## src/rtl/cpft_ram.sv

```systemverilog
// Generic single-port-write, single-port-read RAM with registered read data.
// No dependencies.
module cpft_ram #(
  parameter int WIDTH = 8,
  parameter int DEPTH = 16
) (
  input  logic                     clk,
  input  logic                     we,
  input  logic [$clog2(DEPTH)-1:0] waddr,
  input  logic [WIDTH-1:0]         wdata,
  input  logic [$clog2(DEPTH)-1:0] raddr,
  output logic [WIDTH-1:0]         rdata
);

  logic [WIDTH-1:0] mem [DEPTH];

  always_ff @(posedge clk) begin
    if (we) begin
      mem[waddr] <= wdata;
    end
    rdata <= mem[raddr];
  end

endmodule

```

## config.mk

```make
export PLATFORM = sky130hd
export DESIGN_NAME = cpft_ram
export DESIGN_NICKNAME = d
export VERILOG_FILES = /design/src/rtl/cpft_ram.sv
export SDC_FILE = /design/constraint.sdc
export NUM_CORES = 1
export LEC_CHECK = 0
export ABC_AREA = 0
export BUFFER_PORTS_ARGS = -buffer_cell sky130_fd_sc_hd__buf_2
export CORE_MARGIN = 1
export CORE_UTILIZATION = 65
export DETAILED_ROUTE_END_ITERATION = 10
export PLACE_DENSITY = 0.92
export SLEW_MARGIN = 20
export SYNTH_ARGS = -nofsm -noshare
export SYNTH_HDL_FRONTEND = slang
export SYNTH_SLANG_ARGS = --single-unit
export TNS_END_PERCENT = 100
```

## constraint.sdc

```tcl
create_clock -name clk -period 3.15 [get_ports clk]
set_clock_uncertainty 0.2 [all_clocks]
set_input_delay 0.4725 -clock clk [delete_from_list [all_inputs] [get_ports clk]]
set_output_delay 0.4725 -clock clk [all_outputs]
set_load 0.005 [all_outputs]
```

Word level (Yosys, flattened, before mapping)
Memory sizes are Yosys's and may differ from the RTL's. A register that Yosys moved wholly into a read port is not among the register bits.
Cells that the tools add are included.
{"block": "op_classes", "muxes": 2}
{"op": "two-way mux 1 bit", "n": 2}
{"block": "totals", "ram_bits": 128, "n_memories": 1, "word_cells": 3, "reg_bits": 0, "output_inout_bits": 8}
{"name": "mem", "words": 16, "word_bits": 8, "read_ports": 1, "rd_clocked_by_memory_dff": 1, "write_ports": 1, "line": "15", "rtl": "logic [WIDTH-1:0] mem [DEPTH];"}

Depth between registers and ports, before layout
{"block": "logic_depth", "ltp_word": 2, "depth_mapped": 5, "mapped_depth_nobuf": 3}

Worst setup path before layout
No wires, ideal clock.
{"block": "synth_path", "path_type": "input to register", "start": "input port waddr[2]", "end": "memory mem[0][0] (enable)", "path_buffers": 0, "path_stages": 2, "required_time_ns": 2.567, "setup_slack_ns": 0.985, "setup_time_ns": 0.383, "t_arrival_ns": 1.582, "path_cell_list": "or3b_2 nor3_1"}
{"element": "from (decl)", "line": "9", "rtl": "input logic [$clog2(DEPTH)-1:0] waddr,"}
{"element": "to (decl)", "line": "15"}
Straight into the memory's write port.

==> run metrics <==
Hold Crit Class=primary input to register; Setup WS pre-CTS=slightly above 0.7 ns; most common cell after layout, fill and taps aside=edfxtp_1; maximum vdd drop=about 470 µV; path type of the worst setup path=primary input to register; Slew HR=0.292; DRC errors left=0; worst slew pin tran=1.06 ns; Syn Area/Cell=roughly 22 µm²; core area=7690 µm²; Final min period=~1.9 ns; max-slew violations=0; remaining antenna violation count after routing=0; share of cells above drive strength 1=0.290; Clock Latency Late Sink=about 0.52 ns; largest net degree at the start of global routing=33; CTS Buf Count=17; worst setup margin=around 1.2 ns; Total GRT Usage=0.278; commonest cells after routing, fill and taps aside=128 x edfxtp_1, 25 x buf_2, 18 x mux4_2; Static Leak=between 2 and 2.5 nW; chip width=between 90 and 100 µm; Initial Utilization=0.670; post-synthesis net count=between 200 and 250; H-tree levels=4; DP Wirelength=roughly 5.9 mm; Worst setup SP type=primary input; DRT iter0 DRCs=approximately 230; Worst-path clk slew=approximately 0.060 ns; run status=complete, no violations; Post-CTS Setup Bufs=0; final critical-path share of the clock period=0.614; CP Capture Type=register; diode count=0; synth warn=0; Clock Tree Root=clkbuf_8; vias in the first global route=2542; via count=~2500; Overflow after GRT=0; Yosys reg bits=roughly 140; Via density=approximately 6.4; library cells used by synthesis=19; RSZ-0062 raised after global routing=no; CP Data Required Time=~3.4 ns; full die area=~8300 µm²; fmax=517 MHz; CTS Buffer Depth=2; max_cap viols=0; CTS resizes=0; wire length per cell=26.9 µm; final hold slack=between 0.1 and 0.15 ns; Final TNS setup=0 ns; critical path arrival=~2.1 ns; Port Buffers=25; Site Rows=32; register area share after synthesis=0.778; gpl congestion=0.710; final setup fails=0; post-synthesis cell area=5150 µm²; global-route wire length before repair=between 15 and 20 mm; crit path max fanout=21; die extent in y=approximately 90 µm; final hold violations=0; drt total wl=slightly above 10 mm; CTS tree=built; router iterations before antenna repair=4; initial antenna violation count=0; nets=between 200 and 300; clock sink count=between 100 and 150; PwrDens=roughly 700 nW/µm²; io pins=26; Post-CTS Hold Buffers=0; area delta synth->final=16.5%; Post-Syn Instances=229
critical path, stage by stage:
cell and delay [ns]:
buf_2 0.54, mux4_1 0.71, a22oi_1 0.31, nand2_1 0.09
cells by family (layout without fill, tap and decap cells):
kind of cell           after synthesis  after routing  share of synthesized area
DFF                                136            136                      0.778
and+or+nand+nor                     35             35                     0.0318
muxes                               32             32                      0.150
AOI/OAI and AO/OA                   16             16                     0.0233
buffers and inverters               10             64                     0.0168
flip-flops by register name, summed over array words and instances (netlist names):
name   cells
rdata      8
mem      128
cells in the mapped netlist:
master	n	area [µm²]
buf_2	3	15.0
buf_4	1	7.51
edfxtp_1	128	3840
a22oi_1	16	120
and2b_1	1	7.51
clkdlybuf4s25_2	3	30.0
mux4_1	14	368
nand3_1	1	5.00
nor2b_1	1	6.26
and2_1	1	6.26
dfxtp_1	8	160
nor2_1	13	48.8
buf_6	3	33.8
or3b_2	1	8.76
nand2_1	9	33.8
mux4_2	18	405
nand2b_1	2	12.5
nor3_1	4	20.0
nand3b_1	2	15.0
final timing paths:
check | endpoint | depth (start not counted) | slack [ns] | start
hold / removal | mem[2][3] | 1 | 0.14 | wdata[3]
hold reg to reg | rdata[4] | 3 | 0.48 | mem[13][4]
setup / recovery | rdata[1] | 4 | 1.22 | raddr[0]
setup reg to reg | rdata[1] | 3 | 1.48 | mem[5][1]
where the power goes:
group | total (mW) | leakage [nW] | internal, mW | switching [mW]
clock network | 2.04 | 0.296 | 1.29 | 0.751
registers | 2.04 | 1.22 | 2.02 | 0.0120
logic | 0.181 | 0.512 | 0.0758 | 0.106
total | 4.26 | 2.03 | 3.39 | 0.869
stage by stage:
stage | power (mW) | utilization | cell area [µm²] | std cells
final | 4.26 | 0.780 | 5990 | 385
after CTS | 4.27 | 0.780 | 5990 | 385
after global placement | 2.24 | 0.700 | 5380 | 353
after global routing | 4.36 | 0.780 | 5990 | 385
after floorplan | 2.17 | - | 5150 | 229
after detailed placement | 2.25 | 0.700 | 5380 | 353
area by class of cell:
| type | instances | area (µm²) |
|---|---|---|
| sequential | 136 | 4000 |
| fill | 393 | 1690 |
| multi-input combinational | 83 | 1060 |
| clock buffer | 17 | 414 |
| clock inverter | 15 | 201 |
| timing repair buffer | 32 | 190 |
| tap | 102 | 128 |
layer usage:
metal	vias up	GRT usage	routed length, µm	share of wire
met2	143	0.434	5260	0.51
met4	0	0.110	133	0.013
met3	16	0.0787	905	0.088
met1	1256	0.380	4040	0.39
met5	-	0	0	0
li1	1055	-	-	-
(Power assumes the default switching activity.)
